$ cat src/hw/rtl/lspt_pkg.sv
`default_nettype none

package lspt_pkg;

   localparam int POS_W   = 13;
   localparam int POS_MIN = -4096;
   localparam int POS_MAX = 4095;

   localparam int CSR_IDX_W  = 2;
   localparam int CSR_DATA_W = 16;

   localparam logic [CSR_IDX_W-1:0] CSR_INVERT          = 2'd0;
   localparam logic [CSR_IDX_W-1:0] CSR_CHANNELS_IN_USE = 2'd1;
   localparam logic [CSR_IDX_W-1:0] CSR_PUBLISH_PERIOD  = 2'd2;

   localparam logic [1:0] LOST_UNKNOWN = 2'd0;
   localparam logic [1:0] LOST_LEFT    = 2'd1;
   localparam logic [1:0] LOST_RIGHT   = 2'd2;

   typedef enum logic [5:0] {
      ST_IDLE   = 6'b000001,
      ST_CHECK  = 6'b000010,
      ST_ACCUM  = 6'b000100,
      ST_DSETUP = 6'b001000,
      ST_DIVIDE = 6'b010000,
      ST_FINISH = 6'b100000
   } state_type;

   typedef struct packed {
      logic load;     // latch the accepted request
      logic prep;     // build masks, clear accumulator
      logic acc;      // add one channel
      logic dload;    // load divider with |sum|
      logic dstep;    // one quotient bit
      logic finish;   // publish and update tracking state
   } cmd_type;

   typedef struct packed {
      logic throttled;
      logic acc_last;
      logic div_last;
      logic out_free;
   } status_type;

endpackage

`default_nettype wire

$ cat src/hw/rtl/lspt_ctrl.sv
`default_nettype none

module lspt_ctrl (
   input  wire logic                clock,
   input  wire logic                reset,
   input  wire logic                req_valid,
   output logic                     req_ready,
   input  wire lspt_pkg::status_type sts,
   output lspt_pkg::cmd_type        cmd
);

   lspt_pkg::state_type state_ff, state_in;

   always_comb begin
      state_in = state_ff;
      cmd      = '0;
      unique case (state_ff)
         lspt_pkg::ST_IDLE: begin
            if (req_valid) begin
               cmd.load = 1'b1;
               state_in = lspt_pkg::ST_CHECK;
            end
         end
         lspt_pkg::ST_CHECK: begin
            if (sts.throttled) begin
               state_in = lspt_pkg::ST_IDLE;
            end else begin
               cmd.prep = 1'b1;
               state_in = lspt_pkg::ST_ACCUM;
            end
         end
         lspt_pkg::ST_ACCUM: begin
            cmd.acc = 1'b1;
            if (sts.acc_last) state_in = lspt_pkg::ST_DSETUP;
         end
         lspt_pkg::ST_DSETUP: begin
            cmd.dload = 1'b1;
            state_in  = lspt_pkg::ST_DIVIDE;
         end
         lspt_pkg::ST_DIVIDE: begin
            cmd.dstep = 1'b1;
            if (sts.div_last) state_in = lspt_pkg::ST_FINISH;
         end
         lspt_pkg::ST_FINISH: begin
            // hold here while the previous result is still unread
            if (sts.out_free) begin
               cmd.finish = 1'b1;
               state_in   = lspt_pkg::ST_IDLE;
            end
         end
         default: state_in = lspt_pkg::ST_IDLE;
      endcase
   end

   assign req_ready = (state_ff == lspt_pkg::ST_IDLE);

   always_ff @(posedge clock) begin
      if (reset) state_ff <= lspt_pkg::ST_IDLE;
      else       state_ff <= state_in;
   end

endmodule

`default_nettype wire

$ cat src/hw/rtl/lspt_dp.sv
`default_nettype none

module lspt_dp #(
   parameter int MAX_CHANNELS = 8,
   parameter int POS_SCALE    = 1000
) (
   input  wire logic                                clock,
   input  wire logic                                reset,
   input  wire lspt_pkg::cmd_type                   cmd,
   output lspt_pkg::status_type                     sts,
   input  wire logic [7:0]                          req_raw_levels,
   input  wire logic [31:0]                         req_now_ms,
   input  wire logic                                csr_valid,
   input  wire logic [lspt_pkg::CSR_IDX_W-1:0]      csr_index,
   input  wire logic [lspt_pkg::CSR_DATA_W-1:0]     csr_data,
   output logic                                     rsp_valid,
   input  wire logic                                rsp_ready,
   output logic [7:0]                               rsp_level_mask,
   output logic [7:0]                               rsp_hit_mask,
   output logic [3:0]                               rsp_hit_count,
   output logic                                     rsp_on_line,
   output logic signed [lspt_pkg::POS_W-1:0]        rsp_position,
   output logic signed [lspt_pkg::POS_W-1:0]        rsp_avg_position,
   output logic [1:0]                               rsp_miss_side,
   output logic [15:0]                              rsp_lost_polls,
   output logic signed [lspt_pkg::POS_W-1:0]        rsp_remembered_out,
   output logic [7:0]                               rsp_delta_mask,
   output logic [31:0]                              rsp_sequence_number
);

   localparam int PW     = lspt_pkg::POS_W;
   // sum of up to eight slots stays below 28 * POS_SCALE in magnitude
   localparam int W      = $clog2(POS_SCALE + 1) + 6;
   localparam int IDX_W  = (MAX_CHANNELS > 1) ? $clog2(MAX_CHANNELS) : 1;
   localparam int DCNT_W = $clog2(W);
   localparam logic signed [W-1:0] SCALE_S = W'(POS_SCALE);

   // configuration
   logic        invert_ff;
   logic [3:0]  chan_cfg_ff;
   logic [15:0] period_ff;

   // request and working registers
   logic [7:0]              raw_ff;
   logic [31:0]             now_ff;
   logic [7:0]              lvl_mask_ff;
   logic [7:0]              act_mask_ff;
   logic [IDX_W-1:0]        idx_ff;
   logic signed [W-1:0]     sum_ff;
   logic [3:0]              count_ff;
   logic [W-1:0]            div_ff;
   logic [3:0]              rem_ff;
   logic [DCNT_W-1:0]       dcnt_ff;
   logic                    neg_ff;

   // tracking state
   logic signed [PW-1:0]    mem_pos_ff;
   logic                    mem_valid_ff;
   logic [15:0]             lost_ff;
   logic [7:0]              prev_mask_ff;
   logic [31:0]             pub_count_ff;
   logic [31:0]             last_time_ff;
   logic                    pub_once_ff;

   // output register
   logic                    rsp_valid_ff;
   logic [7:0]              rsp_lvl_mask_ff;
   logic [7:0]              rsp_hit_mask_ff;
   logic [3:0]              rsp_hit_count_ff;
   logic                    rsp_on_line_ff;
   logic signed [PW-1:0]    rsp_position_ff;
   logic signed [PW-1:0]    rsp_weighted_ff;
   logic [1:0]              rsp_miss_side_ff;
   logic [15:0]             rsp_lost_polls_ff;
   logic signed [PW-1:0]    rsp_remembered_ff;
   logic [7:0]              rsp_changed_ff;
   logic [31:0]             rsp_seq_ff;

   // combinational
   logic [3:0]              chan_n;
   logic [7:0]              chmask;
   logic [31:0]             elapsed;
   logic [MAX_CHANNELS-1:0] act_used;
   logic signed [4:0]       centered;
   logic signed [W-1:0]     prod;
   logic signed [W-1:0]     prod_adj;
   logic signed [W-1:0]     slot;
   logic [W-1:0]            abs_sum;
   logic [4:0]              rem_sh;
   logic                    rem_ge;
   logic signed [W-1:0]     quot_s;
   int                      quot_int;
   int                      sat_int;
   logic signed [PW-1:0]    wsat;
   logic                    detected;
   logic signed [PW-1:0]    mem_view;
   logic signed [PW-1:0]    pos_in;
   logic [1:0]              side_in;
   logic [15:0]             lost_in;

   always_comb begin
      if (chan_cfg_ff == 4'd0)                   chan_n = 4'd1;
      else if (chan_cfg_ff > 4'(MAX_CHANNELS))   chan_n = 4'(MAX_CHANNELS);
      else                                       chan_n = chan_cfg_ff;
      for (int i = 0; i < 8; i++) chmask[i] = (4'(i) < chan_n);
   end

   assign elapsed       = now_ff - last_time_ff;
   assign sts.throttled = pub_once_ff && (period_ff != 16'd0) &&
                          (elapsed < {16'd0, period_ff});

   // slot position ((2i - (n-1)) * scale) / 2, rounded toward zero
   assign act_used = act_mask_ff[MAX_CHANNELS-1:0];
   assign centered = $signed(5'({idx_ff, 1'b0})) - $signed({1'b0, chan_n}) + 5'sd1;
   assign prod     = W'(centered) * SCALE_S;
   assign prod_adj = prod + $signed({{(W-1){1'b0}}, prod[W-1]});
   assign slot     = prod_adj >>> 1;
   assign sts.acc_last = (idx_ff == IDX_W'(MAX_CHANNELS - 1));

   assign abs_sum = sum_ff[W-1] ? W'(-sum_ff) : W'(sum_ff);
   assign rem_sh  = {rem_ff, div_ff[W-1]};
   assign rem_ge  = (rem_sh >= {1'b0, count_ff});
   assign sts.div_last = (dcnt_ff == DCNT_W'(W - 1));

   always_comb begin
      quot_s   = neg_ff ? -$signed(div_ff) : $signed(div_ff);
      quot_int = int'(quot_s);
      if (quot_int < lspt_pkg::POS_MIN)      sat_int = lspt_pkg::POS_MIN;
      else if (quot_int > lspt_pkg::POS_MAX) sat_int = lspt_pkg::POS_MAX;
      else                                   sat_int = quot_int;
      wsat = PW'(sat_int);
   end

   assign detected = (count_ff != 4'd0);
   assign mem_view = mem_valid_ff ? mem_pos_ff : '0;
   assign pos_in   = detected ? wsat : mem_view;
   assign lost_in  = (lost_ff == 16'hFFFF) ? lost_ff : lost_ff + 16'd1;

   always_comb begin
      side_in = lspt_pkg::LOST_UNKNOWN;
      if (!detected && mem_valid_ff) begin
         if (mem_pos_ff < 0)      side_in = lspt_pkg::LOST_LEFT;
         else if (mem_pos_ff > 0) side_in = lspt_pkg::LOST_RIGHT;
      end
   end

   assign sts.out_free = !rsp_valid_ff || rsp_ready;

   // configuration and control state
   always_ff @(posedge clock) begin
      if (reset) begin
         invert_ff     <= 1'b0;
         chan_cfg_ff   <= 4'd8;
         period_ff     <= 16'd0;
         mem_pos_ff    <= '0;
         mem_valid_ff  <= 1'b0;
         lost_ff       <= 16'd0;
         prev_mask_ff  <= 8'd0;
         pub_count_ff  <= 32'd0;
         last_time_ff  <= 32'd0;
         pub_once_ff   <= 1'b0;
         rsp_valid_ff  <= 1'b0;
      end else begin
         if (csr_valid) begin
            unique case (csr_index)
               lspt_pkg::CSR_INVERT:          invert_ff   <= csr_data[0];
               lspt_pkg::CSR_CHANNELS_IN_USE: chan_cfg_ff <= csr_data[3:0];
               lspt_pkg::CSR_PUBLISH_PERIOD:  period_ff   <= csr_data;
               default: ;
            endcase
         end
         if (cmd.finish) begin
            if (detected) begin
               mem_pos_ff   <= wsat;
               mem_valid_ff <= 1'b1;
               lost_ff      <= 16'd0;
            end else begin
               lost_ff      <= lost_in;
            end
            pub_count_ff <= pub_count_ff + 32'd1;
            prev_mask_ff <= act_mask_ff;
            last_time_ff <= now_ff;
            pub_once_ff  <= 1'b1;
         end
         if (cmd.finish)     rsp_valid_ff <= 1'b1;
         else if (rsp_ready) rsp_valid_ff <= 1'b0;
      end
   end

   // payload
   always_ff @(posedge clock) begin
      if (cmd.load) begin
         raw_ff <= req_raw_levels;
         now_ff <= req_now_ms;
      end
      if (cmd.prep) begin
         lvl_mask_ff <= raw_ff & chmask;
         act_mask_ff <= (invert_ff ? ~raw_ff : raw_ff) & chmask;
         idx_ff      <= '0;
         sum_ff      <= '0;
         count_ff    <= 4'd0;
      end
      if (cmd.acc) begin
         if (act_used[idx_ff]) begin
            sum_ff   <= sum_ff + slot;
            count_ff <= count_ff + 4'd1;
         end
         idx_ff <= idx_ff + 1'b1;
      end
      if (cmd.dload) begin
         div_ff  <= abs_sum;
         neg_ff  <= sum_ff[W-1];
         rem_ff  <= 4'd0;
         dcnt_ff <= '0;
      end
      if (cmd.dstep) begin
         // restoring division, one quotient bit per cycle
         if (rem_ge) begin
            rem_ff <= 4'(rem_sh - {1'b0, count_ff});
            div_ff <= {div_ff[W-2:0], 1'b1};
         end else begin
            rem_ff <= rem_sh[3:0];
            div_ff <= {div_ff[W-2:0], 1'b0};
         end
         dcnt_ff <= dcnt_ff + 1'b1;
      end
      if (cmd.finish) begin
         rsp_lvl_mask_ff      <= lvl_mask_ff;
         rsp_hit_mask_ff      <= act_mask_ff;
         rsp_hit_count_ff     <= count_ff;
         rsp_on_line_ff       <= detected;
         rsp_position_ff      <= pos_in;
         rsp_weighted_ff      <= detected ? wsat : '0;
         rsp_miss_side_ff     <= side_in;
         rsp_lost_polls_ff    <= detected ? 16'd0 : lost_in;
         rsp_remembered_ff    <= pos_in;
         rsp_changed_ff       <= act_mask_ff ^ prev_mask_ff;
         rsp_seq_ff           <= pub_count_ff;
      end
   end

   assign rsp_valid           = rsp_valid_ff;
   assign rsp_level_mask      = rsp_lvl_mask_ff;
   assign rsp_hit_mask        = rsp_hit_mask_ff;
   assign rsp_hit_count       = rsp_hit_count_ff;
   assign rsp_on_line         = rsp_on_line_ff;
   assign rsp_position        = rsp_position_ff;
   assign rsp_avg_position    = rsp_weighted_ff;
   assign rsp_miss_side       = rsp_miss_side_ff;
   assign rsp_lost_polls      = rsp_lost_polls_ff;
   assign rsp_remembered_out  = rsp_remembered_ff;
   assign rsp_delta_mask      = rsp_changed_ff;
   assign rsp_sequence_number = rsp_seq_ff;

endmodule

`default_nettype wire

$ cat src/hw/rtl/line_sensor_position_tracker.sv
// Line sensor position tracker. Each request is one poll of up to eight
// reflective sensors plus a millisecond timestamp; a poll that arrives
// within the publish period of the last publish is dropped without a result,
// otherwise one result is published with the centred weighted line position,
// lost-line tracking and a sequence number. One request is worked on at a
// time: a dropped poll frees the input after the check step, a published one
// after the check, accumulate, divider setup, divide and finish steps. The
// accumulator takes one channel a cycle and the bit-serial divider, of width
// W = clog2(POS_SCALE+1) + 6, one quotient bit a cycle. The result sits in
// an output register, so a new request can be taken while it waits; the
// finish step holds only if the previous result is still unread.
// Configuration writes are always accepted and must be made with no request
// in flight.
`default_nettype none

module line_sensor_position_tracker #(
   parameter int MAX_CHANNELS = 8,
   parameter int POS_SCALE    = 1000
) (
   input  wire logic                                clock,
   input  wire logic                                reset,
   input  wire logic                                req_valid,
   output logic                                     req_ready,
   input  wire logic [7:0]                          req_raw_levels,
   input  wire logic [31:0]                         req_now_ms,
   output logic                                     rsp_valid,
   input  wire logic                                rsp_ready,
   output logic [7:0]                               rsp_level_mask,
   output logic [7:0]                               rsp_hit_mask,
   output logic [3:0]                               rsp_hit_count,
   output logic                                     rsp_on_line,
   output logic signed [lspt_pkg::POS_W-1:0]        rsp_position,
   output logic signed [lspt_pkg::POS_W-1:0]        rsp_avg_position,
   output logic [1:0]                               rsp_miss_side,
   output logic [15:0]                              rsp_lost_polls,
   output logic signed [lspt_pkg::POS_W-1:0]        rsp_remembered_out,
   output logic [7:0]                               rsp_delta_mask,
   output logic [31:0]                              rsp_sequence_number,
   input  wire logic                                csr_valid,
   output logic                                     csr_ready,
   input  wire logic [lspt_pkg::CSR_IDX_W-1:0]      csr_index,
   input  wire logic [lspt_pkg::CSR_DATA_W-1:0]     csr_data
);

   lspt_pkg::cmd_type    cmd;
   lspt_pkg::status_type sts;

   assign csr_ready = 1'b1;

   lspt_ctrl u_ctrl (
      .clock     (clock),
      .reset     (reset),
      .req_valid (req_valid),
      .req_ready (req_ready),
      .sts       (sts),
      .cmd       (cmd)
   );

   lspt_dp #(
      .MAX_CHANNELS (MAX_CHANNELS),
      .POS_SCALE    (POS_SCALE)
   ) u_dp (
      .clock                 (clock),
      .reset                 (reset),
      .cmd                   (cmd),
      .sts                   (sts),
      .req_raw_levels        (req_raw_levels),
      .req_now_ms            (req_now_ms),
      .csr_valid             (csr_valid),
      .csr_index             (csr_index),
      .csr_data              (csr_data),
      .rsp_valid             (rsp_valid),
      .rsp_ready             (rsp_ready),
      .rsp_level_mask        (rsp_level_mask),
      .rsp_hit_mask          (rsp_hit_mask),
      .rsp_hit_count         (rsp_hit_count),
      .rsp_on_line           (rsp_on_line),
      .rsp_position          (rsp_position),
      .rsp_avg_position      (rsp_avg_position),
      .rsp_miss_side         (rsp_miss_side),
      .rsp_lost_polls        (rsp_lost_polls),
      .rsp_remembered_out    (rsp_remembered_out),
      .rsp_delta_mask        (rsp_delta_mask),
      .rsp_sequence_number   (rsp_sequence_number)
   );

endmodule

`default_nettype wire

$ cat config.mk
export PLATFORM = sky130hd
export DESIGN_NAME = line_sensor_position_tracker
export DESIGN_NICKNAME = d
export VERILOG_FILES = /design/src/hw/rtl/lspt_pkg.sv /design/src/hw/rtl/lspt_ctrl.sv /design/src/hw/rtl/lspt_dp.sv /design/src/hw/rtl/line_sensor_position_tracker.sv
export SDC_FILE = /design/constraint.sdc
export NUM_CORES = 1
export LEC_CHECK = 0
export ABC_CLOCK_PERIOD_IN_PS = 11650
export BUFFER_PORTS_ARGS = -buffer_cell sky130_fd_sc_hd__clkbuf_2
export CORE_MARGIN = 3
export CORE_UTILIZATION = 35
export CTS_CLUSTER_SIZE = 12
export DETAILED_ROUTE_END_ITERATION = 12
export PLACE_DENSITY_LB_ADDON = 0.05
export SETUP_SLACK_MARGIN = 0.05
export SLEW_MARGIN = 20
export SYNTH_ARGS = -nofsm -noshare
export SYNTH_HDL_FRONTEND = slang
export SYNTH_HIERARCHICAL = 1
export SYNTH_SLANG_ARGS = --single-unit
$ cat constraint.sdc
create_clock -name clock -period 11.65 [get_ports clock]
set_input_delay 1.165 -clock clock [delete_from_list [all_inputs] [get_ports clock]]
set_output_delay 1.165 -clock clock [all_outputs]
set_load 0.05 [all_outputs]
==> summary.txt <==
CTS
  – Cts repair resizes: 0
  – Hold_buf cts: 0
  – Clock root buffer: clkbuf_16
  – CTS Sinks: 340
  – Worst-path clk slew: 60 ps
  – CTS tree: built
  – Postcts setup bufs: 0
  – Total CTS buffers: 39
  – Clk buf depth: 3
  – Depth of the CTS H-tree: 2
  – Clock latency at the later pin of the worst-skew pair: approximately 550 ps

STA
  – Setup TNS: 0 ps
  – Period utilization: 0.538
  – WHS: 415 ps
  – Final setup violating endpoints: 0
  – Max Slew Vio Count: 0
  – RSZ-0062 raised after global routing: no
  – Skew final: approximately 24 ps
  – Slew HR: 0.359
  – Fmax: about 160 MHz
  – Fin. Hold Viols: 0
  – Min Tclk post-route: 6270 ps
  – Pin slew with the least headroom to its limit: 962 ps

Power
  – Switching power: 0.998 mW
  – Clock power frac: 0.354
  – Tot Pwr: 3.38 mW
  – Switching Share: 0.295
  – Int Power: about 2.4 mW
  – Cell Pwr Density: 170 nW/um^2
  – Comb power frac: 0.235
  – Register share of total power: 0.411
  – Leakage dissipation: 7.55 nW
  – VDD IR max: 91.4 uV

Route
  – Via density: 4.78
  – WL final: 39.6 mm
  – Drt wl/cell: 16.0 um
  – Initial DRC count: approximately 560
  – Vias: 11800
  – Antenna-violating nets left: 0
  – DRT Pass-1 Iters: 4
  – DR DRC count: 0

Global routing
  – Vias in the first global route: about 12000
  – Initial antenna violation count: 0
  – First-pass GRT wire length: 63.9 mm
  – Pin count of the biggest net entering global routing: 81
  – GRT Util Overall: 0.154
  – Total gr overflow: 0

Die
  – Core box area: 48100 um^2
  – Die W: roughly 230 um
  – Cell Rows: 80
  – Die height: between 200 and 250 um
  – Io pins: 184
  – Overall die area: just over 50000 um^2
  – Initial core utilization: 0.357

Run
  – Max Cap Violations: 0

Setup path
  – R2R setup slack: 5380 ps
  – Endpoint type of the worst setup path: flip-flop
  – Reg-to-Reg End: u_dp/sum_ff[0]
  – Worst Setup Path Type: reg -> reg
  – Critical Path RT: about 12000 ps
  – Arrival time worst endpoint: 6680 ps
  – Cell depth of the worst flop-to-flop path: 26
  – Worst reg2reg startpoint: u_dp/now_ff[0]
  – Crit-path max FO: 33
  – Worst setup SP type: flip-flop

Logic synthesis
  – Syn nets: 1791
  – Post-synth EDFFs: 191
  – Top-count cell post-synth: edfxtp_1
  – Synth top area share: 0.334
  – Asr flop ratio synth: 0
  – Yosys reg bits: 340
  – Ys flop type: edfxtp_1
  – Cells taking the most area after synthesis: edfxtp_1 (33%), dfxtp_1 (17%), ha_1 (7.0%), mux2i_1 (3.8%), nor2_1 (3.7%)
  – Syn avg cell area: 10.6 um^2
  – Seq/Total Area, Yosys: 0.507
  – Post-Syn Area: 17200 um^2
  – Commonest cells post-synth: edfxtp_1 (191), nor2_1 (169), dfxtp_1 (149)
  – Cells after synthesis: 1621
  – Synth warn: 6
  – Synth cell types: 88
  – Post-synth top area cell: edfxtp_1

Cells and area
  – Area growth syn-to-layout: 15.9%
  – Fillers: 4716
  – Layout Nets: 1954
  – Share of cells above drive strength 1: 0.168
  – # diodes: 0
  – Layout Cells excl Fill: between 2000 and 2500
  – Finished Core Util: 0.414

Min path
  – Tightest Hold Check Type: reg -> reg
  – Hold path start: u_dp/lvl_mask_ff[2]
  – Worst Hold Depth: 0
  – Endpoint, Worst Hold: u_dp/rsp_level_mask[2]

Status
  – Status: complete, no violations

Placed design
  – Placed cell count: 2399
  – Placer Congestion: 0.813
  – DP HPWL: 29.0 mm
  – Port bufs: 182
## power groups by stage
stage,registers [mW],logic (mW),clock network [mW]
after detailed placement,1.41,0.802,0
after floorplan,1.39,0.629,0
after global placement,1.41,0.796,0
final,1.39,0.795,1.20
after CTS,1.39,0.806,1.25
after global routing,1.40,0.907,1.29
## sequential cells by signal, summed over array words and instances (netlist names), 6 cells and up
name / count
u_dp/last_time_ff: 32
u_dp/now_ff: 32
u_dp/pub_count_ff: 32
u_dp/rsp_sequence_number: 32
u_dp/div_ff: 16
u_dp/lost_ff: 16
u_dp/period_ff: 16
u_dp/rsp_lost_polls: 16
u_dp/sum_ff: 16
u_dp/mem_pos_ff: 13
u_dp/rsp_avg_position: 13
u_dp/rsp_remembered_out: 13
u_dp/act_mask_ff: 8
u_dp/lvl_mask_ff: 8
u_dp/prev_mask_ff: 8
u_dp/raw_ff: 8
u_dp/rsp_delta_mask: 8
u_dp/rsp_hit_mask: 8
u_dp/rsp_level_mask: 8
u_ctrl/state_ff: 6
## kinds of logic (layout without fill, tap and decap cells)
family,after synthesis,after routing,share of synthesized area
DFF,340,340,0.507
buffers and inverters,174,368,0.0424
other,1,1,0.000218
AOI/OAI and AO/OA,279,279,0.106
xor gates and xnor gates,114,114,0.0581
adders and majority gates,107,107,0.0827
muxes,74,74,0.0454
and+or+nand+nor,532,532,0.158
## through the flow
stage | setup WS [ps] | instance area, um^2
global route | 4820 | 19900
global placement | 5430 | 18700
CTS | 5300 | 19900
finish | 5380 | 19900
floorplan | 1140 | 17200
detailed placement | 5310 | 18700
## cell type report
cell class                      count  area, um^2  share of cell area
Sequential cell                   340        8720               0.438
Timing Repair Buffer              189         966              0.0485
Inverter                          107         402              0.0202
Clock inverter                     14         133             0.00666
Tap cell                          656         821              0.0412
Multi-Input combinational cell   1107        7760               0.390
Clock buffer                       58        1120              0.0562
## placed cells by master, fill, tap and decap left out, types with 15 or more instances in the layout
cell type  count
nor2_1       168
clkbuf_16     40
dfxtp_1      149
nand2_1      112
inv_1        104
a21o_1        29
or3_1         20
clkbuf_2     181
a21oi_1       75
nor3_1        25
nand3_1       29
mux2i_1       66
and3_1        16
o21ai_1       48
ha_1          96
nor2b_1       22
nand4_1       15
nand2b_1      18
xnor2_1       49
edfxtp_1     191
nand3b_1      17
xor2_1        65
o21ai_0       28
## routing by layer
| layer | vias up | global-route usage | wire length, um |
|---|---|---|---|
| li1 | 6074 | - | - |
| met1 | 5475 | 0.220 | 20000 |
| met2 | 200 | 0.241 | 17300 |
| met3 | 58 | 0.0258 | 1550 |
| met4 | 0 | 0.0460 | 845 |
| met5 | - | 0 | 0 |
## how the worst max path moves through the flow
stage                                 end  slack, ps           startpoint  depth (start not counted)
finish                     u_dp/sum_ff[0]       5380       u_dp/now_ff[0]                         26
global route             u_dp/count_ff[3]       4820       u_dp/now_ff[0]                         27
CTS                        u_dp/sum_ff[0]       5300       u_dp/now_ff[0]                         26
detailed placement       u_dp/count_ff[3]       5310       u_dp/now_ff[0]                         27
global placement          u_dp/sum_ff[15]       5430  u_dp/chan_cfg_ff[3]                         28
floorplan           u_dp/pub_count_ff[29]       1140            rsp_ready                         12
## critical path, cell delays in order, from the launching register on
cell	delay (ps)
edfxtp_1	370
inv_1	70
ha_1	160
inv_1	50
fa_1	400
a21o_1	180
a21oi_2	220
o21ai_1	190
o311a_1	330
a2111oi_2	470
o21bai_1	110
a21oi_1	200
xnor2_1	140
ha_1	260
nor2b_1	130
o21ai_0	190
o2111ai_1	130
a2111oi_0	300
o2111ai_1	180
nor4_2	270
nand4_1	110
a2111o_1	320
a2111oi_2	390
nor4b_2	90
buf_4	260
a21oi_1	390
and2_1	180
No activity file was read; power rests on OpenSTA's default activity.
